===== config.mk =====
export PLATFORM = sky130hd
export DESIGN_NAME = listener_slot_table
export DESIGN_NICKNAME = d
export VERILOG_FILES = /design/src/sv/lst_pkg.sv /design/src/sv/lst_slot_mem.sv /design/src/sv/lst_dist_pipe.sv /design/src/sv/listener_slot_table.sv
export VERILOG_INCLUDE_DIRS = /design/src /design/src/sv
export SDC_FILE = /design/constraint.sdc
export NUM_CORES = 2
export LEC_CHECK = 0
export BUFFER_PORTS_ARGS = -buffer_cell sky130_fd_sc_hd__buf_4
export CORE_MARGIN = 4
export CORE_UTILIZATION = 36
export CTS_CLUSTER_SIZE = 8
export DETAILED_ROUTE_END_ITERATION = 10
export MAX_ROUTING_LAYER = met4
export PLACE_DENSITY = 0.56
export SETUP_SLACK_MARGIN = 0.2
export SYNTH_ARGS = -nofsm -noshare
export SYNTH_HDL_FRONTEND = slang
export SYNTH_HIERARCHICAL = 1
export SYNTH_SLANG_ARGS = --single-unit
export TNS_END_PERCENT = 5

===== constraint.sdc =====
create_clock -name clk_i -period 14.7 [get_ports clk_i]
set_input_delay 0.735 -clock clk_i [delete_from_list [all_inputs] [get_ports clk_i]]
set_output_delay 0.735 -clock clk_i [all_outputs]
set_load 0.01 [all_outputs]

===== src/sv/listener_slot_table_macros.svh =====
// ---------------------------------------------------------------------------
// listener_slot_table_macros.svh
// Assertion helpers for the listener slot table.
// ---------------------------------------------------------------------------
`ifndef LISTENER_SLOT_TABLE_MACROS_SVH
`define LISTENER_SLOT_TABLE_MACROS_SVH

`ifndef SYNTHESIS
// Property must hold at every edge outside reset.
`define LST_ASSERT(lbl, clk, rstn, prop, msg) \
  lbl: assert property (@(posedge clk) disable iff (!rstn) prop) else $error(msg);
// Expression must never be true outside reset.
`define LST_NEVER(lbl, clk, rstn, expr, msg) \
  lbl: assert property (@(posedge clk) disable iff (!rstn) !(expr)) else $error(msg);
`else
`define LST_ASSERT(lbl, clk, rstn, prop, msg)
`define LST_NEVER(lbl, clk, rstn, expr, msg)
`endif

`endif


===== src/sv/lst_pkg.sv =====
// ---------------------------------------------------------------------------
// lst_pkg
// Shared types and constants of the listener slot table.
// ---------------------------------------------------------------------------
package lst_pkg;

  localparam int ENT_W  = 12;
  localparam int POS_W  = 24;
  localparam int SLOT_W = 4;
  localparam int MAG_W  = 24;  // |a - b| of two 24-bit signed values
  localparam int SQ_W   = 48;
  localparam int SUM_W  = 50;  // three squares stay below 2^50
  localparam int DIST_W = 52;

  localparam logic [DIST_W-1:0] DIST_NONE = '1;

  typedef enum logic [1:0] {
    CMD_UPDATE    = 2'd0,
    CMD_END_FRAME = 2'd1,
    CMD_LOOKUP    = 2'd2,
    CMD_CLOSEST   = 2'd3
  } lst_cmd_e;

  // One stored slot
  typedef struct packed {
    logic [ENT_W-1:0] entity;
    logic [POS_W-1:0] pos_x;
    logic [POS_W-1:0] pos_y;
    logic [POS_W-1:0] pos_z;
    logic             fp;
  } lst_entry_t;

  // Entity compare result for one slot
  typedef struct packed {
    logic              vld;
    logic [SLOT_W-1:0] idx;
    logic              hit;
    logic              fp;
  } lst_hit_t;

  // Squared distance result for one slot
  typedef struct packed {
    logic              vld;
    logic [SLOT_W-1:0] idx;
    logic              slot_vld;
    logic [SUM_W-1:0]  dsq;
  } lst_dist_t;

endpackage


===== src/sv/lst_slot_mem.sv =====
// ---------------------------------------------------------------------------
// lst_slot_mem
// Slot payload memory: one write port, one read port, registered read data.
// ---------------------------------------------------------------------------
module lst_slot_mem
  import lst_pkg::*;
#(
  parameter int DEPTH = 4,
  parameter int AW    = 2
) (
  input  logic          clk_i,
  input  logic          we_i,
  input  logic [AW-1:0] waddr_i,
  input  lst_entry_t    wdata_i,
  input  logic          re_i,
  input  logic [AW-1:0] raddr_i,
  output lst_entry_t    rdata_o
);

  lst_entry_t mem [DEPTH];
  lst_entry_t rdata_q;

  always_ff @(posedge clk_i) begin
    if (we_i) begin
      mem[waddr_i] <= wdata_i;
    end
    if (re_i) begin
      rdata_q <= mem[raddr_i];
    end
  end

  assign rdata_o = rdata_q;

endmodule


===== src/sv/lst_dist_pipe.sv =====
// ---------------------------------------------------------------------------
// lst_dist_pipe
// Per-slot compare pipeline: entity match, axis deltas, squares, sum.
// ---------------------------------------------------------------------------
module lst_dist_pipe
  import lst_pkg::*;
#(
  parameter int NUM_SLOTS = 4,
  parameter int IDX_W     = 2
) (
  input  logic                 clk_i,
  input  logic                 rst_ni,
  input  logic                 rd_en_i,
  input  logic [IDX_W-1:0]     rd_idx_i,
  input  lst_entry_t           rdata_i,
  input  logic [NUM_SLOTS-1:0] slot_valid_i,
  input  logic [ENT_W-1:0]     q_entity_i,
  input  logic [POS_W-1:0]     q_x_i,
  input  logic [POS_W-1:0]     q_y_i,
  input  logic [POS_W-1:0]     q_z_i,
  output lst_hit_t             hit_o,
  output lst_dist_t            dist_o,
  output logic                 busy_o
);

  function automatic logic [MAG_W-1:0] abs_diff(logic [POS_W-1:0] a, logic [POS_W-1:0] b);
    logic signed [POS_W:0] d;
    d = $signed({a[POS_W-1], a}) - $signed({b[POS_W-1], b});
    if (d[POS_W]) d = -d;
    return d[MAG_W-1:0];
  endfunction

  // stage valids
  logic s1_vld_q, s2_vld_q, s3_vld_q, s4_vld_q;
  // stage payloads
  logic [IDX_W-1:0] s1_idx_q, s2_idx_q, s3_idx_q, s4_idx_q;
  logic             s2_hit_q, s2_fp_q, s2_sv_q, s3_sv_q, s4_sv_q;
  logic [MAG_W-1:0] s2_mx_q, s2_my_q, s2_mz_q;
  logic [SQ_W-1:0]  s3_sx_q, s3_sy_q, s3_sz_q;
  logic [SUM_W-1:0] s4_dist_q;
  logic             s1_sv;

  assign s1_sv = slot_valid_i[s1_idx_q];

  always_ff @(posedge clk_i or negedge rst_ni) begin
    if (!rst_ni) begin
      s1_vld_q <= 1'b0;
      s2_vld_q <= 1'b0;
      s3_vld_q <= 1'b0;
      s4_vld_q <= 1'b0;
    end else begin
      s1_vld_q <= rd_en_i;
      s2_vld_q <= s1_vld_q;
      s3_vld_q <= s2_vld_q;
      s4_vld_q <= s3_vld_q;
    end
  end

  always_ff @(posedge clk_i) begin
    s1_idx_q  <= rd_idx_i;
    s2_idx_q  <= s1_idx_q;
    s2_sv_q   <= s1_sv;
    s2_hit_q  <= s1_sv && (rdata_i.entity == q_entity_i);
    s2_fp_q   <= rdata_i.fp;
    s2_mx_q   <= abs_diff(q_x_i, rdata_i.pos_x);
    s2_my_q   <= abs_diff(q_y_i, rdata_i.pos_y);
    s2_mz_q   <= abs_diff(q_z_i, rdata_i.pos_z);
    s3_idx_q  <= s2_idx_q;
    s3_sv_q   <= s2_sv_q;
    s3_sx_q   <= s2_mx_q * s2_mx_q;
    s3_sy_q   <= s2_my_q * s2_my_q;
    s3_sz_q   <= s2_mz_q * s2_mz_q;
    s4_idx_q  <= s3_idx_q;
    s4_sv_q   <= s3_sv_q;
    s4_dist_q <= SUM_W'(s3_sx_q) + SUM_W'(s3_sy_q) + SUM_W'(s3_sz_q);
  end

  assign hit_o.vld  = s2_vld_q;
  assign hit_o.idx  = SLOT_W'(s2_idx_q);
  assign hit_o.hit  = s2_hit_q;
  assign hit_o.fp   = s2_fp_q;

  assign dist_o.vld      = s4_vld_q;
  assign dist_o.idx      = SLOT_W'(s4_idx_q);
  assign dist_o.slot_vld = s4_sv_q;
  assign dist_o.dsq      = s4_dist_q;

  assign busy_o = s1_vld_q | s2_vld_q | s3_vld_q | s4_vld_q;

endmodule


===== src/sv/listener_slot_table.sv =====
// ---------------------------------------------------------------------------
// listener_slot_table
// Table of listener slots with update, end-of-frame, lookup and closest.
// ---------------------------------------------------------------------------
// Usage:
//   Commands come in on the input channel (in_valid_i / in_stall_o); each
//   command gives exactly one result on the output channel (out_valid_o /
//   out_stall_i). One command is worked on at a time; in_stall_o is high
//   from the transfer until the command has finished.
//   Update, lookup and closest scan every slot through the slot memory, one
//   read per cycle, followed by a four-stage compare pipeline. The next
//   command can be taken in the cycle in which such a command's result
//   appears. End frame touches only the valid and updated flags and skips
//   the scan.
//   The result sits in an output register: a finished command leaves the
//   engine free, so the next command is taken while the result is stalled;
//   that command then waits to finish until the register is drained.
//   Reset clears all valid and updated flags at once; the slot memory
//   itself needs no clearing since only valid slots are ever used.
//   An update whose slot is chosen is written back in its final cycle, before
//   the next command can read, so no forwarding is needed.
// ---------------------------------------------------------------------------
`include "listener_slot_table_macros.svh"

module listener_slot_table
  import lst_pkg::*;
#(
  parameter int NUM_SLOTS = 4
) (
  input  logic                     clk_i,
  input  logic                     rst_ni,
  input  logic                     in_valid_i,
  output logic                     in_stall_o,
  input  logic [1:0]               cmd_i,
  input  logic [ENT_W-1:0]         entity_i,
  input  logic signed [POS_W-1:0]  pos_x_i,
  input  logic signed [POS_W-1:0]  pos_y_i,
  input  logic signed [POS_W-1:0]  pos_z_i,
  input  logic                     first_person_i,
  output logic                     out_valid_o,
  input  logic                     out_stall_i,
  output logic                     found_o,
  output logic [SLOT_W-1:0]        slot_o,
  output logic                     hears_first_person_o,
  output logic [DIST_W-1:0]        distance_sq_o
);

  localparam int IDX_W = (NUM_SLOTS > 1) ? $clog2(NUM_SLOTS) : 1;
  localparam logic [IDX_W-1:0] LAST_IDX = IDX_W'(NUM_SLOTS - 1);

  typedef enum logic [1:0] {
    ST_IDLE,
    ST_SCAN,
    ST_FIN
  } state_e;

  state_e state_q;

  // Command under work
  lst_cmd_e         q_cmd_q;
  logic [ENT_W-1:0] q_ent_q;
  logic [POS_W-1:0] q_x_q, q_y_q, q_z_q;
  logic             q_fp_q;

  // Slot flags live in flops
  logic [NUM_SLOTS-1:0] slot_valid_q, slot_upd_q;

  // Read sequencer
  logic [IDX_W-1:0] rd_idx_q;
  logic             issue_done_q;
  logic             rd_en;

  // Scan accumulators
  logic              hit_found_q, hit_fp_q;
  logic [SLOT_W-1:0] hit_idx_q;
  logic              best_found_q;
  logic [SLOT_W-1:0] best_idx_q;
  logic [SUM_W-1:0]  best_dist_q;

  // Output register
  logic              out_vld_q, out_found_q, out_hears_q;
  logic [SLOT_W-1:0] out_slot_q;
  logic [DIST_W-1:0] out_dist_q;

  lst_entry_t rdata, wdata;
  lst_hit_t   hit;
  lst_dist_t  dist_res;
  logic       pipe_busy;

  logic             in_xfer, fin_go, mem_we;
  logic             free_ok, victim_ok, pick_ok;
  logic [IDX_W-1:0] free_idx, victim_idx, pick_idx;

  logic              res_found, res_hears;
  logic [SLOT_W-1:0] res_slot;
  logic [DIST_W-1:0] res_dist;

  assign in_stall_o = (state_q != ST_IDLE);
  assign in_xfer    = in_valid_i && !in_stall_o;
  assign rd_en      = (state_q == ST_SCAN) && !issue_done_q;
  assign fin_go     = (state_q == ST_FIN) && (!out_vld_q || !out_stall_i);

  // --- Slot choice for update --------------------------------------------
  always_comb begin
    free_ok    = 1'b0;
    free_idx   = '0;
    victim_ok  = 1'b0;
    victim_idx = '0;
    // lowest invalid slot
    for (int i = NUM_SLOTS - 1; i >= 0; i--) begin
      if (!slot_valid_q[i]) begin
        free_ok  = 1'b1;
        free_idx = IDX_W'(i);
      end
    end
    // highest valid slot not refreshed this frame
    for (int i = 0; i < NUM_SLOTS; i++) begin
      if (slot_valid_q[i] && !slot_upd_q[i]) begin
        victim_ok  = 1'b1;
        victim_idx = IDX_W'(i);
      end
    end
  end

  always_comb begin
    if (hit_found_q) begin
      pick_idx = hit_idx_q[IDX_W-1:0];
    end else if (free_ok) begin
      pick_idx = free_idx;
    end else begin
      pick_idx = victim_idx;
    end
  end

  assign pick_ok = hit_found_q || free_ok || victim_ok;
  assign mem_we  = fin_go && (q_cmd_q == CMD_UPDATE) && pick_ok;

  assign wdata.entity = q_ent_q;
  assign wdata.pos_x  = q_x_q;
  assign wdata.pos_y  = q_y_q;
  assign wdata.pos_z  = q_z_q;
  assign wdata.fp     = q_fp_q;

  // --- Result per command ------------------------------------------------
  always_comb begin
    res_found = 1'b0;
    res_slot  = '0;
    res_hears = 1'b0;
    res_dist  = '0;
    unique case (q_cmd_q)
      CMD_UPDATE: begin
        res_found = pick_ok;
        res_slot  = pick_ok ? SLOT_W'(pick_idx) : '0;
      end
      CMD_END_FRAME: begin
      end
      CMD_LOOKUP: begin
        res_found = hit_found_q;
        res_slot  = hit_found_q ? hit_idx_q : '0;
        res_hears = hit_found_q && hit_fp_q;
      end
      CMD_CLOSEST: begin
        res_found = best_found_q;
        res_slot  = best_found_q ? best_idx_q : '0;
        res_dist  = best_found_q ? DIST_W'(best_dist_q) : DIST_NONE;
      end
      default: begin
      end
    endcase
  end

  // --- Sequencer ---------------------------------------------------------
  always_ff @(posedge clk_i or negedge rst_ni) begin
    if (!rst_ni) begin
      state_q      <= ST_IDLE;
      rd_idx_q     <= '0;
      issue_done_q <= 1'b0;
      slot_valid_q <= '0;
      slot_upd_q   <= '0;
    end else begin
      unique case (state_q)
        ST_IDLE: begin
          if (in_xfer) begin
            rd_idx_q     <= '0;
            issue_done_q <= 1'b0;
            state_q      <= (lst_cmd_e'(cmd_i) == CMD_END_FRAME) ? ST_FIN : ST_SCAN;
          end
        end
        ST_SCAN: begin
          if (!issue_done_q) begin
            if (rd_idx_q == LAST_IDX) begin
              issue_done_q <= 1'b1;
            end else begin
              rd_idx_q <= rd_idx_q + 1'b1;
            end
          end else if (!pipe_busy) begin
            state_q <= ST_FIN;
          end
        end
        ST_FIN: begin
          if (fin_go) begin
            state_q   <= ST_IDLE;
            if (q_cmd_q == CMD_END_FRAME) begin
              slot_valid_q <= slot_valid_q & slot_upd_q;
              slot_upd_q   <= '0;
            end
            if (mem_we) begin
              slot_valid_q[pick_idx] <= 1'b1;
              slot_upd_q[pick_idx]   <= 1'b1;
            end
          end
        end
        default: state_q <= ST_IDLE;
      endcase
    end
  end

  // Result valid: set by a finishing command, cleared once drained
  always_ff @(posedge clk_i or negedge rst_ni) begin
    if (!rst_ni) begin
      out_vld_q <= 1'b0;
    end else if (fin_go) begin
      out_vld_q <= 1'b1;
    end else if (out_vld_q && !out_stall_i) begin
      out_vld_q <= 1'b0;
    end
  end

  // Command capture, scan accumulators and result payload
  always_ff @(posedge clk_i) begin
    if (in_xfer) begin
      q_cmd_q      <= lst_cmd_e'(cmd_i);
      q_ent_q      <= entity_i;
      q_x_q        <= pos_x_i;
      q_y_q        <= pos_y_i;
      q_z_q        <= pos_z_i;
      q_fp_q       <= first_person_i;
      hit_found_q  <= 1'b0;
      best_found_q <= 1'b0;
    end else begin
      // first matching slot in index order
      if (hit.vld && hit.hit && !hit_found_q) begin
        hit_found_q <= 1'b1;
        hit_idx_q   <= hit.idx;
        hit_fp_q    <= hit.fp;
      end
      // strict compare keeps the lower index on ties
      if (dist_res.vld && dist_res.slot_vld &&
          (!best_found_q || dist_res.dsq < best_dist_q)) begin
        best_found_q <= 1'b1;
        best_idx_q   <= dist_res.idx;
        best_dist_q  <= dist_res.dsq;
      end
    end
    if (fin_go) begin
      out_found_q <= res_found;
      out_slot_q  <= res_slot;
      out_hears_q <= res_hears;
      out_dist_q  <= res_dist;
    end
  end

  lst_slot_mem #(
    .DEPTH (NUM_SLOTS),
    .AW    (IDX_W)
  ) u_mem (
    .clk_i   (clk_i),
    .we_i    (mem_we),
    .waddr_i (pick_idx),
    .wdata_i (wdata),
    .re_i    (rd_en),
    .raddr_i (rd_idx_q),
    .rdata_o (rdata)
  );

  lst_dist_pipe #(
    .NUM_SLOTS (NUM_SLOTS),
    .IDX_W     (IDX_W)
  ) u_pipe (
    .clk_i        (clk_i),
    .rst_ni       (rst_ni),
    .rd_en_i      (rd_en),
    .rd_idx_i     (rd_idx_q),
    .rdata_i      (rdata),
    .slot_valid_i (slot_valid_q),
    .q_entity_i   (q_ent_q),
    .q_x_i        (q_x_q),
    .q_y_i        (q_y_q),
    .q_z_i        (q_z_q),
    .hit_o        (hit),
    .dist_o       (dist_res),
    .busy_o       (pipe_busy)
  );

  assign out_valid_o          = out_vld_q;
  assign found_o              = out_found_q;
  assign slot_o               = out_slot_q;
  assign hears_first_person_o = out_hears_q;
  assign distance_sq_o        = out_dist_q;

  // --- Checks ------------------------------------------------------------
  `LST_NEVER(a_upd_implies_valid, clk_i, rst_ni, |(slot_upd_q & ~slot_valid_q), "upd w/o valid")
  `LST_NEVER(a_idle_pipe_empty, clk_i, rst_ni, (state_q == ST_IDLE) && pipe_busy, "busy idle")
  `LST_ASSERT(a_wr_valid, clk_i, rst_ni, mem_we |=> slot_valid_q[$past(pick_idx)], "write lost")
  `LST_ASSERT(a_busy_after_xfer, clk_i, rst_ni, in_xfer |=> in_stall_o, "input taken twice")

endmodule

Word-level counts from Yosys, hierarchy flattened

Memory sizes are Yosys's and may differ from the RTL's. A register that Yosys moved wholly into a read port is not among the register bits.
Index checks and enable logic that the tools add are counted.

Equal/unequal tests: 14
Mux-type cells: 56
Bitwise logic cells: 7
$mul: 3
Reductions and logical operators: 42
Add/sub/neg operators: 9
Order comparisons: 4

Operator list:

| operator           | count |
|---|---|
| $mul 24x24->48     | 3 |
| $sub 24x24->25     | 3 |
| $mux 24            | 3 |
| $neg 24->24        | 3 |
| $mux 52            | 1 |
| $add 50x48->50     | 1 |
| $lt 50x50->1       | 1 |
| $add 48x48->49     | 1 |
| $mux 2             | 19 |
| $mux 4             | 8 |
| $mux 1             | 18 |
| $logic_and 1x1->1  | 17 |
| $eq 12x12->1       | 1 |
| $ne 2x2->1 const B | 6 |
| $pmux 2 s3         | 2 |
| $logic_not 1->1    | 10 |
| $eq 2x2->1 const B | 4 |
| $or 4x4->4         | 2 |
| $reduce_and 2->1   | 4 |
| $reduce_and 4->1   | 2 |
| $eq 2x1->1 const B | 3 |
| $lt 2x3->1 const B | 2 |
| $reduce_bool 2->1  | 3 |
| $and 4x4->4        | 1 |
| 11 further kinds   | 17 |

Output and inout bits: 60
Memories: 1
Memory bits (writable): 340
Register bits after elaboration: 499

Memories:

| name      | words | width | rd ports | clocked after memory_dff | wr ports | RTL line           | text |
|---|---|---|---|---|---|---|---|
| u_mem.mem | 4     | 85    | 1        | 1                        | 1        | lst_slot_mem.sv:20 | `lst_entry_t mem [DEPTH];` |

Longest topological paths before layout

Depth in word-level cells: 13
Mapped depth: 29
Gate-level depth less buffers: 28

Hierarchy

Netlist, hierarchy kept.

Modules (own cells, without submodules):

| module              | area each (sq um) | instances | cells each |
|---|---|---|---|
| lst_dist_pipe       | 63,126.8          | 1         | 6,899 |
| lst_slot_mem        | 14,903.0          | 1         | 533 |
| listener_slot_table | 8,585.7           | 1         | 555 |

Worst setup path before layout

No wires, ideal clock.

Path kind: input port to flip-flop
Start: in out_stall_i
End: mem u_mem/mem[0][0] (netlist name), enable pin
Stages: 4
Required time: 14.050 ns
Data arrival time: 7.516 ns
Library setup time: 0.650 ns
Path slack: 6.534 ns
Path buffers: 0
Cells stage by stage: nand2_1 > nand2b_4 > a2111oi_4 > nor3b_1

Cells in the longest elaborated chain, start to end: 7

Ends and longest elaborated chain:

| what                           | RTL line                   | text |
|---|---|---|
| start, declared                | listener_slot_table.sv:41  | `input logic out_stall_i,` |
| $logic_not 1->1                | listener_slot_table.sv:101 | `assign fin_go = (state_q == ST_FIN) && (!out_vld_q \|\| !out_stall_i);` |
| $logic_or 1x1->1               | listener_slot_table.sv:101 |  |
| $logic_and 1x1->1              | listener_slot_table.sv:101 |  |
| $logic_and 1x1->1 (2 in a row) | listener_slot_table.sv:136 | `assign mem_we = fin_go && (q_cmd_q == CMD_UPDATE) && pick_ok;` |
| via mem_we                     | listener_slot_table.sv:90  | `logic in_xfer, fin_go, mem_we;` |
| $mux 1                         | lst_slot_mem.sv:24         | `if (we_i) begin` |
| $mux 1 (not written as such)   | lst_slot_mem.sv:25         | `mem[waddr_i] <= wdata_i;` |
| end, declared                  | lst_slot_mem.sv:20         |  |

The timed path passes the listed nets, and every way through them passes these cells.

Final worst setup path

Start: reg u_pipe.s2_mz_q[2]
End: reg u_pipe.s3_sz_q[47]

Cells in the longest elaborated chain, start to end: 1

Ends and longest elaborated chain:

| what                   | RTL line            | text |
|---|---|---|
| start, declared        | lst_dist_pipe.sv:38 | `logic [MAG_W-1:0] s2_mx_q, s2_my_q, s2_mz_q;` |
| start signal, assigned | lst_dist_pipe.sv:67 | `s2_mz_q <= abs_diff(q_z_i, rdata_i.pos_z);` |
| $mul 24x24->48         | lst_dist_pipe.sv:72 | `s3_sz_q <= s2_mz_q * s2_mz_q;` |
| end signal, assigned   | lst_dist_pipe.sv:72 |  |
| end, declared          | lst_dist_pipe.sv:39 | `logic [SQ_W-1:0] s3_sx_q, s3_sy_q, s3_sz_q;` |

No other way between the ends.
A chain may end at the register's enable or synchronous reset.

==> impl_results.md <==
* Status: completed
* Fin crit share at between 50% and 60%
* Max Slew Vio Count at 0
* Worst min path class: input port to flop
* Crit end category: flop
* Synthesized flop and latch total at 924
* Vias in the first global route at 59600
* Crit path DAT at 9.47 ns
* H-tree depth at 4
* Cts repair resizes at 0
* Post-Syn Area at about 87000 µm²
* Post-route cell area at 95500 µm²
* Clock root cell: clkbuf_16
* CTS Hold Bufs at 1
* RSZ-0062 raised after global routing: no
* Initial antenna violation count at 5
* First-pass GRT wire length at 332 mm
* Vias/cell at 4.77
* Final min period at 8.80 ns
* GRT Residual Overflow at 0
* Final setup TNS at 0 ns
* WL final at 206 mm
* CTS Buf Count at roughly 140
* Max-Cap Viols at 0
* Most common cell after layout, fill and taps aside: inv_1
* Worst-path clk slew at 0.06 ns
* Layout cells sized above 1 at 6.58%
* Synth warnings at 6
* Cell Area, Placed at roughly 91000 µm²
* Slew margin rel. at 13.7%
* First drt pass iteration count at 5
* Max Root-Sink Buffers at 3
* Core ar. at 239000 µm²
* DR vias at 54200
* PortBufs at 150
* Synth async-reset ratio at 1.95%
* Drt wl/cell at between 15 and 20 µm
* Worst Setup Start Kind: flop
* Ys flop type: edfxtp_1
* Worst-Skew Late Latency at 0.80 ns
* Setup bufs post-CTS at 0
* RePlAce Congestion at around 0.87
* Util after Layout at 40.0%
* Row count at 179
* Die Area at 249000 µm²
* Crit-path max FO at 24
* Synthesized area per cell at ~11 µm²
* Most frequent cells in the layout: inv_1, fa_1, ha_1
* DP HPWL at roughly 160 mm
* Synthesis-to-layout area growth at 10.3%
* Crit Path Class: flop to flop
* Largest net degree at the start of global routing at 59
* Setup Skew at around 0.063 ns
* Antenna Nets Post-Route at 0
* Max frequency at ~110 MHz
* CTS tree: done
* Clock sink count at 924
* GRT Total Usage at 17.4%
* Fin nets at 10200
* Post-synth EDFFs at about 630
* Sequential fraction of the synthesis area at 28.7%
* IO Count at 151
* Post-Syn Instances at approximately 8000
* Post-synth cell types at 102
* Worst Path Required at approximately 15 ns
* DRC errors left at 0
* Initial Utilization at 36.3%
* Final hold violations at 0
* 1st-iter DRT viols at 3077
* Die width at between 400 and 500 µm
* Worst-Margin Slew at 1.29 ns
* Die H at 499 µm
* Final setup viols at 0
-- synthesized netlist by cell type (9+ instances only) --
cell type	number	area (µm²)
buf_2	9	45.0
nor3b_1	10	75.1
dfxtp_1	278	5570
nand2b_1	26	163
o21a_1	39	293
and2_1	351	2200
a221oi_1	13	114
o21bai_1	28	210
a211oi_1	23	173
buf_4	13	97.6
a31oi_1	29	181
or2_2	17	106
a21oi_1	297	1490
nor3_1	53	265
mux4_2	86	1940
nor2b_1	40	250
nand2_1	619	2320
a21o_1	149	1120
nor4_1	13	81.3
inv_1	1986	7450
nand4_1	46	288
dfrtp_1	18	450
edfxtp_1	628	18900
o211ai_1	19	143
and3_1	22	138
xor2_1	116	1020
clkbuf_1	194	728
o21ai_0	153	766
nand3_1	58	290
nor2_1	201	754
o31ai_1	17	128
or3_1	11	68.8
xnor2_1	214	1870
fa_1	1316	26300
ha_1	701	8770
-- area by class of cell --
class | instances | area [µm²]
multi-input combinational | 4852 | 53300
timing repair buffer | 227 | 1710
clock inverter | 19 | 423
fill | 23300 | 143000
clock buffer | 203 | 3780
sequential | 924 | 24900
antenna | 2 | 5.00
inverter | 1986 | 7450
tap | 3167 | 3960
-- kinds of logic after synthesis --
kind of cell,after synthesis,synth area share (%)
fa+ha+maj,2017,40.5
other cells,1,0.00433
simple gates,1511,8.56
flops,924,28.7
buf+inv,2217,9.81
mux,97,2.37
xor+xnor,332,3.38
compound gates,888,6.61
-- stage by stage --
| stage | worst slack, ns | hold WS [ns] | instances |
|---|---|---|---|
| after global placement | 6.20 | 0.312 | 11200 |
| final | 5.90 | 0.111 | 11400 |
| after floorplan | 6.53 | 0.310 | 7993 |
| after detailed placement | 5.96 | 0.314 | 11200 |
| after CTS | 5.93 | 0.0284 | 11400 |
| after global routing | 5.53 | 0.0460 | 11400 |
-- state kept, by name, summed over array words and instances (netlist names), 12 cells and up --
name / cells
best_dist_q: 50
distance_sq_o: 51
q_ent_q: 12
q_x_q: 24
q_y_q: 24
q_z_q: 24
u_mem/mem: 340
u_mem/rdata_o: 85
u_pipe/s2_mx_q: 24
u_pipe/s2_my_q: 24
u_pipe/s2_mz_q: 24
u_pipe/s3_sx_q: 47
u_pipe/s3_sy_q: 47
u_pipe/s3_sz_q: 47
u_pipe/s4_dist_q: 50
-- path summary, 6_finish.rpt --
path / cells past startpoint / startpoint / end / slack, ns
max: 27 / u_pipe/s2_mz_q[2] / u_pipe/s3_sz_q[47] / 5.90
min in group asynchronous: 2 / rst_ni / issue_done_q / 0.35
min reg2reg: 0 / u_pipe/s3_sv_q / u_pipe/s4_sv_q / 0.32
max in group asynchronous: 2 / rst_ni / u_pipe/s2_vld_q / 14.10
min: 1 / pos_x_i[13] / q_x_q[13] / 0.11
max reg2reg: 27 / u_pipe/s2_mz_q[2] / u_pipe/s3_sz_q[47] / 5.90
-- metal layers --
metal / global-route usage (%) / vias to the layer above / part of all wire (%)
li1: - / 25400 / -
met4: 4.13 / 0 / 2.3
met3: 2.29 / 236 / 4.1
met1: 23.7 / 27600 / 47
met2: 27.6 / 1058 / 47
met5: - / - / 0
-- worst max-delay path, cell delays in order (launching register included) --
cell and delay, ns:
dfxtp_1 1.09, nand2_1 0.28, fa_1 0.59, inv_1 0.06, fa_1 0.52, inv_1 0.05
fa_1 0.53, inv_1 0.06, fa_1 0.50, inv_1 0.06, fa_1 0.53, inv_1 0.05
fa_1 0.47, inv_1 0.05, fa_1 0.47, inv_1 0.05, ha_1 0.36, a21o_1 0.20
a21o_1 0.17, a21o_1 0.18, a2111oi_0 0.56, o31ai_1 0.22, a221oi_1 0.55, nor3_1 0.11
o22a_1 0.26, a221oi_1 0.39, a31oi_1 0.17, xnor2_1 0.16
Power is not shown: default switching activity piles up to over one toggle a cycle in this logic, so the estimate is an artifact.
